===== config.mk =====
export PLATFORM = sky130hd
export DESIGN_NAME = ps2_scancode_to_ascii_unit
export DESIGN_NICKNAME = d
export VERILOG_FILES = /design/src/hw/rtl/ps2a_pkg.sv /design/src/hw/rtl/ps2_scancode_to_ascii_unit.sv
export VERILOG_INCLUDE_DIRS = /design/src /design/src/hw/rtl
export SDC_FILE = /design/constraint.sdc
export NUM_CORES = 1
export LEC_CHECK = 0
export ABC_AREA = 1
export BUFFER_PORTS_ARGS = -buffer_cell sky130_fd_sc_hd__buf_2
export CAP_MARGIN = 15
export CORE_ASPECT_RATIO = 1.2
export CORE_MARGIN = 4
export CORE_UTILIZATION = 30
export CTS_CLUSTER_DIAMETER = 40
export DETAILED_ROUTE_END_ITERATION = 16
export HOLD_SLACK_MARGIN = 0.05
export PLACE_DENSITY_LB_ADDON = 0.12
export SLEW_MARGIN = 20
export SYNTH_ARGS = -nofsm -noshare
export SYNTH_HDL_FRONTEND = slang
export SYNTH_SLANG_ARGS = --single-unit

===== constraint.sdc =====
create_clock -name clk -period 2.1 [get_ports clk]
set_input_delay 0.42 -clock clk [delete_from_list [all_inputs] [get_ports clk]]
set_output_delay 0.42 -clock clk [all_outputs]
set_load 0.03 [all_outputs]

===== src/hw/rtl/ps2_scancode_to_ascii_unit_assert.svh =====
// assertion macros for the ps2 scancode translator
// used by ps2_scancode_to_ascii_unit, no other dependencies
`ifndef PS2_SCANCODE_TO_ASCII_UNIT_ASSERT_SVH
`define PS2_SCANCODE_TO_ASCII_UNIT_ASSERT_SVH

// same-cycle implication, checked outside reset
`define PS2A_ASSERT_NOW(label, clk, rst_n, ante, cons) \
  label: assert property (@(posedge clk) disable iff (!rst_n) (ante) |-> (cons)) \
    else $error("ps2a assertion failed");

// next-cycle implication, checked outside reset
`define PS2A_ASSERT_NEXT(label, clk, rst_n, ante, cons) \
  label: assert property (@(posedge clk) disable iff (!rst_n) (ante) |=> (cons)) \
    else $error("ps2a assertion failed");

`endif


===== src/hw/rtl/ps2a_pkg.sv =====
// types, key codes and layout tables for the ps2 set-1 to ascii translator
// no dependencies
package ps2a_pkg;

  localparam int ScanW = 8;
  localparam int CodeW = 7;
  localparam int CharW = 7;
  localparam int MoveW = 3;
  localparam int OutW  = 16;

  localparam logic [CodeW-1:0] SC_LSHIFT    = 7'h2A;
  localparam logic [CodeW-1:0] SC_RSHIFT    = 7'h36;
  localparam logic [CodeW-1:0] SC_LCTRL     = 7'h1D;
  localparam logic [CodeW-1:0] SC_LALT      = 7'h38;
  localparam logic [CodeW-1:0] SC_CAPS      = 7'h3A;
  localparam logic [CodeW-1:0] SC_BACKSPACE = 7'h0E;
  localparam logic [CodeW-1:0] SC_UP        = 7'h48;
  localparam logic [CodeW-1:0] SC_DOWN      = 7'h50;
  localparam logic [CodeW-1:0] SC_LEFT      = 7'h4B;
  localparam logic [CodeW-1:0] SC_RIGHT     = 7'h4D;

  localparam logic [CharW-1:0] CH_NONE      = 7'h00;
  localparam logic [CharW-1:0] CH_BACKSPACE = 7'h08;

  localparam logic [MoveW-1:0] MOVE_NONE  = 3'd0;
  localparam logic [MoveW-1:0] MOVE_UP    = 3'd1;
  localparam logic [MoveW-1:0] MOVE_DOWN  = 3'd2;
  localparam logic [MoveW-1:0] MOVE_LEFT  = 3'd3;
  localparam logic [MoveW-1:0] MOVE_RIGHT = 3'd4;

  // result item, msb first so char_code lands in the low bits
  typedef struct packed {
    logic             caps_active;
    logic             alt_held;
    logic             ctrl_held;
    logic             shift_held;
    logic [MoveW-1:0] cursor_move;
    logic [CharW-1:0] char_code;
  } out_item_t;

  function automatic logic [CharW-1:0] rom_plain(input logic [CodeW-1:0] code);
    logic [CharW-1:0] c;
    case (code)
      7'h02: c = 7'h31; 7'h03: c = 7'h32; 7'h04: c = 7'h33; 7'h05: c = 7'h34;
      7'h06: c = 7'h35; 7'h07: c = 7'h36; 7'h08: c = 7'h37; 7'h09: c = 7'h38;
      7'h0A: c = 7'h39; 7'h0B: c = 7'h30; 7'h0C: c = 7'h2D; 7'h0D: c = 7'h3D;
      7'h0E: c = 7'h08; 7'h0F: c = 7'h09; 7'h10: c = 7'h71; 7'h11: c = 7'h77;
      7'h12: c = 7'h65; 7'h13: c = 7'h72; 7'h14: c = 7'h74; 7'h15: c = 7'h79;
      7'h16: c = 7'h75; 7'h17: c = 7'h69; 7'h18: c = 7'h6F; 7'h19: c = 7'h70;
      7'h1A: c = 7'h5B; 7'h1B: c = 7'h5D; 7'h1C: c = 7'h0A; 7'h1E: c = 7'h61;
      7'h1F: c = 7'h73; 7'h20: c = 7'h64; 7'h21: c = 7'h66; 7'h22: c = 7'h67;
      7'h23: c = 7'h68; 7'h24: c = 7'h6A; 7'h25: c = 7'h6B; 7'h26: c = 7'h6C;
      7'h27: c = 7'h3B; 7'h28: c = 7'h27; 7'h29: c = 7'h60; 7'h2B: c = 7'h5C;
      7'h2C: c = 7'h7A; 7'h2D: c = 7'h78; 7'h2E: c = 7'h63; 7'h2F: c = 7'h76;
      7'h30: c = 7'h62; 7'h31: c = 7'h6E; 7'h32: c = 7'h6D; 7'h33: c = 7'h2C;
      7'h34: c = 7'h2E; 7'h35: c = 7'h2F; 7'h37: c = 7'h2A; 7'h39: c = 7'h20;
      default: c = CH_NONE;
    endcase
    return c;
  endfunction

  function automatic logic [CharW-1:0] rom_shifted(input logic [CodeW-1:0] code);
    logic [CharW-1:0] c;
    case (code)
      7'h02: c = 7'h21; 7'h03: c = 7'h40; 7'h04: c = 7'h23; 7'h05: c = 7'h24;
      7'h06: c = 7'h25; 7'h07: c = 7'h5E; 7'h08: c = 7'h26; 7'h09: c = 7'h2A;
      7'h0A: c = 7'h28; 7'h0B: c = 7'h29; 7'h0C: c = 7'h5F; 7'h0D: c = 7'h2B;
      7'h0E: c = 7'h08; 7'h0F: c = 7'h09; 7'h10: c = 7'h51; 7'h11: c = 7'h57;
      7'h12: c = 7'h45; 7'h13: c = 7'h52; 7'h14: c = 7'h54; 7'h15: c = 7'h59;
      7'h16: c = 7'h55; 7'h17: c = 7'h49; 7'h18: c = 7'h4F; 7'h19: c = 7'h50;
      7'h1A: c = 7'h7B; 7'h1B: c = 7'h7D; 7'h1C: c = 7'h0A; 7'h1E: c = 7'h41;
      7'h1F: c = 7'h53; 7'h20: c = 7'h44; 7'h21: c = 7'h46; 7'h22: c = 7'h47;
      7'h23: c = 7'h48; 7'h24: c = 7'h4A; 7'h25: c = 7'h4B; 7'h26: c = 7'h4C;
      7'h27: c = 7'h3A; 7'h28: c = 7'h22; 7'h29: c = 7'h7E; 7'h2B: c = 7'h7C;
      7'h2C: c = 7'h5A; 7'h2D: c = 7'h58; 7'h2E: c = 7'h43; 7'h2F: c = 7'h56;
      7'h30: c = 7'h42; 7'h31: c = 7'h4E; 7'h32: c = 7'h4D; 7'h33: c = 7'h3C;
      7'h34: c = 7'h3E; 7'h35: c = 7'h3F; 7'h37: c = 7'h2A; 7'h39: c = 7'h20;
      default: c = CH_NONE;
    endcase
    return c;
  endfunction

  // flip bit 5 of letters only
  function automatic logic [CharW-1:0] swap_case(input logic [CharW-1:0] c);
    logic [CharW-1:0] r;
    r = c;
    if (c inside {[7'h61:7'h7A], [7'h41:7'h5A]}) begin
      r = c ^ 7'h20;
    end
    return r;
  endfunction

endpackage


===== src/hw/rtl/ps2_scancode_to_ascii_unit.sv =====
// ps2 set-1 scancode to ascii translator, input register and result register
// depends on ps2a_pkg and ps2_scancode_to_ascii_unit_assert.svh
//
// One scancode byte in, one result out, one transfer per cycle sustained
// while out_tready is high. A byte is captured in an input register; its
// table lookup, case swap and modifier update then run in one pass of logic
// into the result register, from which the result transfers. Shift, ctrl,
// alt and caps lock flags live in this block and are reported with every
// result as they stand after that byte. Bytes with bit 7 set are releases and
// never give a character; arrow presses give a cursor code and no character.
// While both registers hold an item, in_tready follows out_tready
// combinationally.
`include "ps2_scancode_to_ascii_unit_assert.svh"

module ps2_scancode_to_ascii_unit (
  input  logic                      clk,
  input  logic                      rst_n,
  input  logic                      in_tvalid,
  output logic                      in_tready,
  input  logic [ps2a_pkg::ScanW-1:0] in_tdata,   // [7:0] scan_byte
  output logic                      out_tvalid,
  input  logic                      out_tready,
  // [6:0] char_code, [9:7] cursor_move, [10] shift_held, [11] ctrl_held,
  // [12] alt_held, [13] caps_active, [15:14] zero
  output logic [ps2a_pkg::OutW-1:0]  out_tdata
);
  import ps2a_pkg::*;

  logic             in_valid_r;
  logic [ScanW-1:0] in_byte_r;
  out_item_t        out_item_r;
  out_item_t        out_item_nxt;
  logic             out_valid_r;
  logic             shift_r, ctrl_r, alt_r, caps_r;
  logic             shift_nxt, ctrl_nxt, alt_nxt, caps_nxt;
  logic             stage_adv;
  logic             stage_fire;
  logic [CodeW-1:0] code;
  logic             release_bit;
  logic [CharW-1:0] lookup;

  assign stage_adv  = !out_valid_r || out_tready;
  assign stage_fire = in_valid_r && stage_adv;
  assign in_tready  = !in_valid_r || stage_adv;

  assign code        = in_byte_r[CodeW-1:0];
  assign release_bit = in_byte_r[ScanW-1];

  always_comb begin
    shift_nxt = shift_r;
    ctrl_nxt  = ctrl_r;
    alt_nxt   = alt_r;
    caps_nxt  = caps_r;
    out_item_nxt.char_code   = CH_NONE;
    out_item_nxt.cursor_move = MOVE_NONE;
    lookup = shift_r ? rom_shifted(code) : rom_plain(code);
    if (release_bit) begin
      if (code == SC_LSHIFT || code == SC_RSHIFT) begin
        shift_nxt = 1'b0;
      end else if (code == SC_LCTRL) begin
        ctrl_nxt = 1'b0;
      end else if (code == SC_LALT) begin
        alt_nxt = 1'b0;
      end
    end else begin
      case (code)
        SC_LSHIFT, SC_RSHIFT: shift_nxt = 1'b1;
        SC_LCTRL:     ctrl_nxt = 1'b1;
        SC_LALT:      alt_nxt  = 1'b1;
        SC_CAPS:      caps_nxt = !caps_r;
        SC_BACKSPACE: out_item_nxt.char_code   = CH_BACKSPACE;
        SC_UP:        out_item_nxt.cursor_move = MOVE_UP;
        SC_DOWN:      out_item_nxt.cursor_move = MOVE_DOWN;
        SC_LEFT:      out_item_nxt.cursor_move = MOVE_LEFT;
        SC_RIGHT:     out_item_nxt.cursor_move = MOVE_RIGHT;
        default: begin
          out_item_nxt.char_code = caps_r ? swap_case(lookup) : lookup;
        end
      endcase
    end
    out_item_nxt.shift_held  = shift_nxt;
    out_item_nxt.ctrl_held   = ctrl_nxt;
    out_item_nxt.alt_held    = alt_nxt;
    out_item_nxt.caps_active = caps_nxt;
  end

  always_ff @(posedge clk) begin
    if (!rst_n) begin
      in_valid_r  <= 1'b0;
      out_valid_r <= 1'b0;
      shift_r     <= 1'b0;
      ctrl_r      <= 1'b0;
      alt_r       <= 1'b0;
      caps_r      <= 1'b0;
    end else begin
      if (in_tready) begin
        in_valid_r <= in_tvalid;
      end
      if (stage_adv) begin
        out_valid_r <= in_valid_r;
      end
      if (stage_fire) begin
        shift_r <= shift_nxt;
        ctrl_r  <= ctrl_nxt;
        alt_r   <= alt_nxt;
        caps_r  <= caps_nxt;
      end
    end
  end

  always_ff @(posedge clk) begin
    if (in_tready && in_tvalid) begin
      in_byte_r <= in_tdata;
    end
    if (stage_fire) begin
      out_item_r <= out_item_nxt;
    end
  end

  assign out_tvalid = out_valid_r;
  assign out_tdata  = {(OutW - $bits(out_item_t))'(0), out_item_r};

  `PS2A_ASSERT_NOW(a_move_no_char, clk, rst_n, out_valid_r,
    out_item_r.cursor_move == MOVE_NONE || out_item_r.char_code == CH_NONE)
  `PS2A_ASSERT_NOW(a_move_range, clk, rst_n, out_valid_r,
    out_item_r.cursor_move <= MOVE_RIGHT)
  `PS2A_ASSERT_NEXT(a_release_no_char, clk, rst_n, stage_fire && release_bit,
    out_item_r.char_code == CH_NONE && out_item_r.cursor_move == MOVE_NONE)
  `PS2A_ASSERT_NEXT(a_caps_only_on_press, clk, rst_n,
    !(stage_fire && !release_bit && code == SC_CAPS), caps_r == $past(caps_r))
  `PS2A_ASSERT_NOW(a_flags_reported, clk, rst_n, out_valid_r && !in_valid_r,
    out_item_r.shift_held == shift_r && out_item_r.caps_active == caps_r)

endmodule


Word level (Yosys, flattened, before mapping)
Memory sizes are Yosys's and may differ from the RTL's. A register that Yosys moved wholly into a read port is not among the register bits. Index checks and enable logic that the tools add are counted.

Eq/ne operators: 10. Multiplexer cells: 23. Bitwise logic cells: 1. Reduce and logical (&&, ||, !) cells: 13. $lt $le $gt $ge: 4.

Operators with widths (number): 7-bit by 6-bit == test with 1-bit output, second input constant (4); 7-bit == test, second input constant (4); 6-bit two-way mux (4); 7-bit two-way mux (3); 7-bit greater-or-equal comparator, second input constant (2); 7-bit <= comparator, second input constant (2); 1-bit two-way mux (14); 7-bit case mux with 2 select lines (1); 3-bit case mux with 4 select lines (1); 9-bit OR reduction (1); 7-bit by 4-bit == test with 1-bit output, second input constant (1); 7-bit by 5-bit == test with 1-bit output, second input constant (1); 1-bit logical AND (4); 1-bit logical NOT (3); 1-bit logical OR (3); 2-bit nonzero test (1); 2-bit OR reduction (1); 1-bit NOT (1).

Memories: 2. Output and inout port bits: 18. Input bits: 12. Flip-flop bits (word level): 28. Bits in read-only memories: 896.

Memories: (no name shown) (words 64, bits a word 7, rd ports 1, clocked after Yosys merged registers in 1, wr ports 0, line ps2a_pkg.sv:64) `case (code)`; (no name shown) (words 64, bits a word 7, rd ports 1, clocked after Yosys merged registers in 1, wr ports 0, line ps2a_pkg.sv:43) `case (code)`.

Longest topological paths before layout
Gate-level depths: netlist of run 1.

Depth in word-level cells: 8. Mapped depth: 15. Mapped depth without buffers: 14.

Least setup slack after synthesis of run 1
OpenSTA, ideal clock, no wires.

Path type: reg2reg. From: reg out_valid_r (netlist: out_tvalid). To: reg with a tool-made name. Data arrival time: 1.961 ns. Period minus slack after synthesis: 2.069 ns. Path slack: 0.031 ns. Required time: 1.991 ns. Stages on the path, launching flop included: 14. Cells stage by stage: dfxtp_1 nand3_2 buf_6 nand3_1 nand2_1 ha_1 inv_1 nand3_1 nor2_1 nor2_1 nand2_1 nand3_1 nand2_1 inv_1.

RTL lines: start, declared (line ps2_scancode_to_ascii_unit.sv:33) `logic out_valid_r;`; start signal, assigned (line ps2_scancode_to_ascii_unit.sv:100) `out_valid_r <= in_valid_r;`.

Worst setup path after layout of run 1
From: reg in_byte_r[2]. To: reg out_item_r, in the netlist out_tdata[3], data pin.

Cells in the longest elaborated chain, start to end: 3. Elaborated cells between the ends (all ways): 12. Classes of those cells: eq/ne: 10; mux: 1; reduce/logical: 1.

Ends and longest elaborated chain: start, declared (line ps2_scancode_to_ascii_unit.sv:30) `logic [ScanW-1:0] in_byte_r;`; start signal, assigned (line ps2_scancode_to_ascii_unit.sv:113) `in_byte_r <= in_tdata;`; 7-bit by 6-bit == test with 1-bit output, or another cell as far along (line ps2_scancode_to_ascii_unit.sv:66) `case (code)`; 9-bit OR reduction (no line); 7-bit case mux with 2 select lines (*) (line ps2_scancode_to_ascii_unit.sv:66); end signal, assigned (line ps2_scancode_to_ascii_unit.sv:116) `out_item_r <= out_item_nxt;`; end, declared (line ps2_scancode_to_ascii_unit.sv:31) `out_item_t out_item_r;`.

Every way passes the cells marked *; elsewhere a longest branch is shown, timed or not. A chain may end at the register's enable or synchronous reset.

==> impl_metrics.env, run 1 <==
export IMPL_status="complete, no violations"
export IMPL_root_buffer="clkbuf_8"
export IMPL_async_flop_share_pct=0
export IMPL_finalMaxSlewViolations=0
export IMPL_drive_above_1_share_pct=19.6
export IMPL_min_path_type="in2reg"
export IMPL_total_leakage_power_nw=1.61
export IMPL_power_mw=2.11
export IMPL_setup_violations=0
export IMPL_critPathMaxStageDelay_ns=0.49
export IMPL_die_h_um=115
export IMPL_cts_buffer_depth=2
export IMPL_ioPinCount=30
export IMPL_synthTopCellsByCount="115 x nand2_1, 57 x nand3_1, 45 x nor2_1"
export IMPL_nets=471
export IMPL_synthFlopType="edfxtp_1"
export IMPL_fin_skew_ns=0.00860
export IMPL_crit_slowest_cell="edfxtp_1"
export IMPL_critPathLaunchType="register"
export IMPL_p_comb_share_pct=30.0
export IMPL_cts_buffers=5
export IMPL_peakVddDrop_uv=250
export IMPL_post_drt_via_cell_ratio=4.83
export IMPL_io_buffers=27
export IMPL_synth_compound_area_share_pct=5.62
export IMPL_synth_top_family_by_area="simple AND/OR/NAND/NOR gates"
export IMPL_worst_path_max_fanout=6
export IMPL_fmax_mhz=532
export IMPL_vias=2746
export IMPL_worstPathArrival_ns=1.89
export IMPL_grt_pass1_wl_um=12900
export IMPL_ys_ff_latch=42
export IMPL_routed_wl_um=7730
export IMPL_wl_per_cell_um=13.6
export IMPL_p_sw_share_pct=33.0
export IMPL_syn_cell_area_um2=2870
export IMPL_tns_ns=0
export IMPL_power_switching_mw=0.696
export IMPL_fp_dieArea_um2=11200
export IMPL_worst_slack_ns=0.222
export IMPL_pwr_share_seq_pct=46.7
export IMPL_nFillCells=1004
export IMPL_synth_avg_cell_area_um2=7.18
export IMPL_dp_slack_ns=-0.0286
export IMPL_drt_initial_drc_count=162
export IMPL_path_clk_slew_ns=0.08
export IMPL_critPathRequiredTime_ns=2.11
export IMPL_p_int_mw=1.42
export IMPL_yosysWarnings=0
export IMPL_synthCells=400
export IMPL_hold_ws_ns=0.306
export IMPL_power_density_nw_per_um2=626
export IMPL_synthDominantCellAreaShare_pct=23.0
export IMPL_synth_edf_count=22
export IMPL_criticalPathCategory="reg2reg"
export IMPL_cap_violations=0
export IMPL_post_cts_buffers=0
export IMPL_period_needed_ns=1.88
export IMPL_first_pass_iters=4
export IMPL_synthMuxAreaShare_pct=0
export IMPL_yosysMostFrequentCell="nand2_1"
export IMPL_clockPowerShare_pct=23.3
export IMPL_grt_overflow=0
export IMPL_initial_core_util_pct=31.3
export IMPL_path_cells="inv_1, nand2_1, nor4_1, nor2_1, nand3b_1, o22ai_1"
export IMPL_hold_viol_final=0
export IMPL_worstSetupEndpointType="register"
export IMPL_grt_max_degree=24
export IMPL_cts_sink_count=42
export IMPL_drc_errors=0
export IMPL_std_cell_rows=38
export IMPL_grt_pass1_vias=2666
export IMPL_synth_cell_type_count=32
export IMPL_hpwl_um=6220
export IMPL_antenna_found_initial=0
export IMPL_ant_nets=0
export IMPL_yosys_area_top_type="edfxtp_1"
export IMPL_utilization_pct=36.7
export IMPL_ys_top_cells_by_area="edfxtp_1 23%, nand2_1 15%, dfxtp_1 14%"
export IMPL_rsz0062_at_grt="false"
export IMPL_grt_use_total_pct=14.1
export IMPL_cts_max_level=2
export IMPL_antenna_cells=0
export IMPL_gp_congestion=0.924
export IMPL_core_um2=9180
export IMPL_area_growth_pct=17.4
export IMPL_synth_adder_area_share_pct=5.23
export IMPL_cts_tree="yes"
export IMPL_clk_latency_ns=0.28
export IMPL_seq_area_frac_synth_pct=37.0
export IMPL_yosys_area_share_simple_pct=42.4
export IMPL_fin_crit_sh_pct=89.4
export IMPL_chipWidth_um=97.3
export IMPL_synth_xor_area_share_pct=0.305
==> worst paths after layout <==
path                                    from           end  slack (ns)  cells after the start
worst max-delay path            in_byte_r[2]  out_tdata[3]        0.22                      6
worst min-delay path             in_tdata[6]  in_byte_r[6]        0.31                      1
worst max register to register  in_byte_r[2]  out_tdata[3]        0.22                      6
worst min register to register    out_tvalid    out_tvalid        0.55                      2
==> area by class of cell <==
| class | instances | area [µm²] | share of cell area, % |
|---|---|---|---|
| Multi-Input combinational cell | 308 | 1550 | 46.1 |
| Inverter | 35 | 131 | 3.90 |
| Timing Repair Buffer | 55 | 395 | 11.7 |
| Sequential cell | 42 | 1060 | 31.5 |
| Clock buffer | 8 | 80.1 | 2.38 |
| Tap cell | 120 | 150 | 4.45 |
==> logic make-up (layout without fill, tap and decap cells) <==
| logic type | count (synthesis) | in the layout |
|---|---|---|
| XOR/XNOR | 1 | 1 |
| AND/OR/NAND/NOR | 263 | 263 |
| adder cells (fa/ha/maj) | 12 | 12 |
| other | 1 | 2 |
| flip-flops | 42 | 42 |
| AO/OA/AOI/OAI | 30 | 30 |
| buffers and inverters | 51 | 98 |
==> through the flow <==
step	instances	cell area, µm²
global placement	560	3280
floorplan	401	2870
CTS	568	3360
finish	568	3370
global route	568	3370
detailed placement	560	3280
==> critical path, delay by kind of cell, from the launching register on <==
kind	cells	cell delay (ns)
compound gates	1	0.12
buf+inv	1	0.17
flops	1	0.49
simple gates	4	0.83
==> what timing repair did <==
item,CTS,global route
endpoints found under the setup margin,0,3
hold buffers,0,0
gates resized for setup,0,1
==> cells in the final DEF (no fill, tap or decap) <==
cell and count:
nor2_1 45, o21ai_0 15, inv_1 31, edfxtp_1 22, nor4_1 1, nor2_2 2, xor2_1 1, conb_1 2
ha_1 12, nor3_1 2, nand3_1 57, nor3b_1 1, nand2_2 10, or2_2 2, and2_1 1, o22ai_1 1
nand3_4 1, inv_2 4, nand4_1 11, a31oi_1 2, nand3b_1 8, a21oi_2 1, nand3_2 3, nand2_1 115
nor2_4 1, o21ai_2 1, buf_12 4, buf_2 27, o21ai_1 4, clkbuf_1 3, clkbuf_8 5, buf_4 24
nand2_4 3, a21oi_1 6, dfxtp_1 20
==> metal layers <==
layer	track usage, %	wire length [µm]	vias to the layer above
met5	0	0	-
met4	6.46	254	0
met3	1.58	358	14
met2	24.8	3680	75
met1	17.4	3440	1256
li1	-	-	1401
==> power groups by stage <==
stage,sequential (mW),clock (mW),combinational (mW)
global route,0.996,0.544,0.708
global placement,1.00,0,0.634
CTS,0.987,0.506,0.633
detailed placement,1.01,0,0.630
finish,0.986,0.492,0.633
floorplan,1.03,0,0.406
Note: power is estimated with default switching activity, not from simulation.
==> inputs of run 2 (changes only) <==
- BUFFER_PORTS_ARGS: -buffer_cell sky130_fd_sc_hd__buf_2 -> -buffer_cell sky130_fd_sc_hd__buf_4
==> run 2 against run 1 <==
Against the previous run:
- maximum frequency is 1.5% lower
- first-iteration DRC count is 27% lower
- design area is 2.5% higher
- power is 6.9% higher
- final cell count is 0.53% lower
- clock skew is 0.0049 ns lower
- largest power group unchanged
==> impl_metrics.env, run 2 (same netlist as run 1, synthesis figures left out) <==
export IMPL_cap_violations=0
export IMPL_chipWidth_um=97.3
export IMPL_initial_core_util_pct=31.3
export IMPL_drc_errors=0
export IMPL_power_density_nw_per_um2=653
export IMPL_critPathLaunchType="register"
export IMPL_mostFrequentLayoutCells="115 x nand2_1, 56 x nand3_1, 47 x buf_4"
export IMPL_min_path_type="in2reg"
export IMPL_core_um2=9180
export IMPL_criticalPathCategory="reg2reg"
export IMPL_total_leakage_power_nw=1.64
export IMPL_status="complete, no violations"
export IMPL_root_buffer="clkbuf_8"
export IMPL_cts_tree="yes"
export IMPL_area_growth_pct=20.4
export IMPL_final_area_um2=3450
export IMPL_crit_top_cell="nand3b_1"
export IMPL_cp_num_buf_inv=1
export IMPL_peakVddDrop_uv=211
export IMPL_power_mw=2.26
export IMPL_ioPinCount=30
export IMPL_tightest_slew_ns=0.585
export IMPL_drt_initial_drc_count=118
export IMPL_period_needed_ns=1.91
export IMPL_fin_crit_sh_pct=90.8
export IMPL_rsz0062_at_grt="false"
export IMPL_die_h_um=115
export IMPL_grt_use_total_pct=14.5
export IMPL_antenna_cells=0
export IMPL_grt_pass1_wl_um=13200
export IMPL_grt_overflow=0
export IMPL_fin_skew_ns=0.00368
export IMPL_cts_buffer_depth=2
export IMPL_cts_buffers=5
export IMPL_antenna_found_initial=0
export IMPL_drive_above_1_share_pct=20.0
export IMPL_grt_max_degree=26
export IMPL_grt_pass1_vias=2738
export IMPL_slew_headroom_pct=60.9
export IMPL_ant_nets=0
export IMPL_worstPathArrival_ns=2.13
export IMPL_first_pass_iters=4
export IMPL_hold_viol_final=0
export IMPL_fp_dieArea_um2=11200
export IMPL_path_cells="nand3_2, buf_4, nand3b_1, nand2_2, ha_1, nand3b_1, nand3_1, nand2_1, nand3b_1"
export IMPL_worstSetupEndpointType="register"
export IMPL_finalMaxSlewViolations=0
export IMPL_placed_area_um2=3340
export IMPL_setup_violations=0
export IMPL_path_clk_slew_ns=0.08
export IMPL_wl_per_cell_um=13.9
export IMPL_gp_congestion=0.906
export IMPL_std_cell_rows=38
export IMPL_cts_sink_count=42
export IMPL_nets=468
export IMPL_io_buffers=27
export IMPL_fmax_mhz=524
export IMPL_crit_family="simple AND/OR/NAND/NOR gates"
export IMPL_clk_latency_ns=0.29
export IMPL_critPathRequiredTime_ns=2.32
export IMPL_routed_wl_um=7830
export IMPL_tns_ns=0
export IMPL_vias=2679
export IMPL_critPathMaxStageDelay_ns=0.37
export IMPL_hpwl_um=6340
export IMPL_post_drt_via_cell_ratio=4.74
export IMPL_crit_slowest_cell="dfxtp_1"
export IMPL_layout_commonest_cell="nand2_1"
export IMPL_postCtsHoldBufs=0
export IMPL_cts_max_level=2
export IMPL_worst_path_max_fanout=8
export IMPL_hold_ws_ns=0.304
==> run 2: changes by cell type in the layout (fill, tap and decap cells not counted), moves of 2 or more <==
| cell | delta |
|---|---|
| buf_2 | -27 |
| nand3_2 | +2 |
| clkinv_2 | +2 |
| buf_4 | +23 |
| clkbuf_1 | -3 |
==> run 2: cell type report <==
type                            count  area (µm²)
Sequential cell                    42        1060
Multi-Input combinational cell    308        1550
Tap cell                          120         150
Timing Repair Buffer               52         453
Clock inverter                      3        40.0
Clock buffer                        5        68.8
Fill cell                         980        5720
Inverter                           35         131
==> run 2: power by group <==
part	internal (mW)	total [mW]	switching, mW
combinational	0.242	0.646	0.404
clock	0.350	0.624	0.274
sequential	0.950	0.986	0.0361
total	1.54	2.26	0.714
==> run 2: timing repair <==
item	4_1_cts	5_1_grt
endpoints found under the setup margin	0	2
hold endpoints to repair	0	0
buffers inserted	0	0
resized for setup	0	1
==> run 2: stage by stage <==
stage          setup slack, ns  utilization, %  cells
6_report                 0.193            37.6    565
5_1_grt                0.00842            37.6    565
4_1_cts                  0.161            37.6    565
3_5_place_dp           -0.0597            36.4    557
3_3_place_gp           -0.0717            36.4    557
2_1_floorplan           0.0306               -    401
==> run 2: layer usage <==
metal  GRT usage [%]  share of wire [%]  wire length [µm]  vias up
li1                -                  -                 -     1395
met1            17.8                 45              3510     1192
met2            25.5                 48              3740       74
met3            1.88                4.2               332       18
met4            6.46                3.0               238        0
met5               0                  0                 0        -
==> run 2: path summary, 6_finish.rpt <==
check	startpoint	to	slack, ns	cells after the start
hold reg to reg	out_tvalid	out_tvalid	0.52	2
setup / recovery	out_tvalid	register	0.19	9
hold / removal	in_tdata[7]	in_byte_r[7]	0.30	1
setup reg to reg	out_tvalid	register	0.19	9
==> run 2: worst reg2reg max path: cells and delay by family (launching register included) <==
| kind | cells | cell delay, ns |
|---|---|---|
| simple gates | 7 | 1.01 |
| flops | 1 | 0.37 |
| fa+ha+maj | 1 | 0.25 |
| buf+inv | 1 | 0.20 |
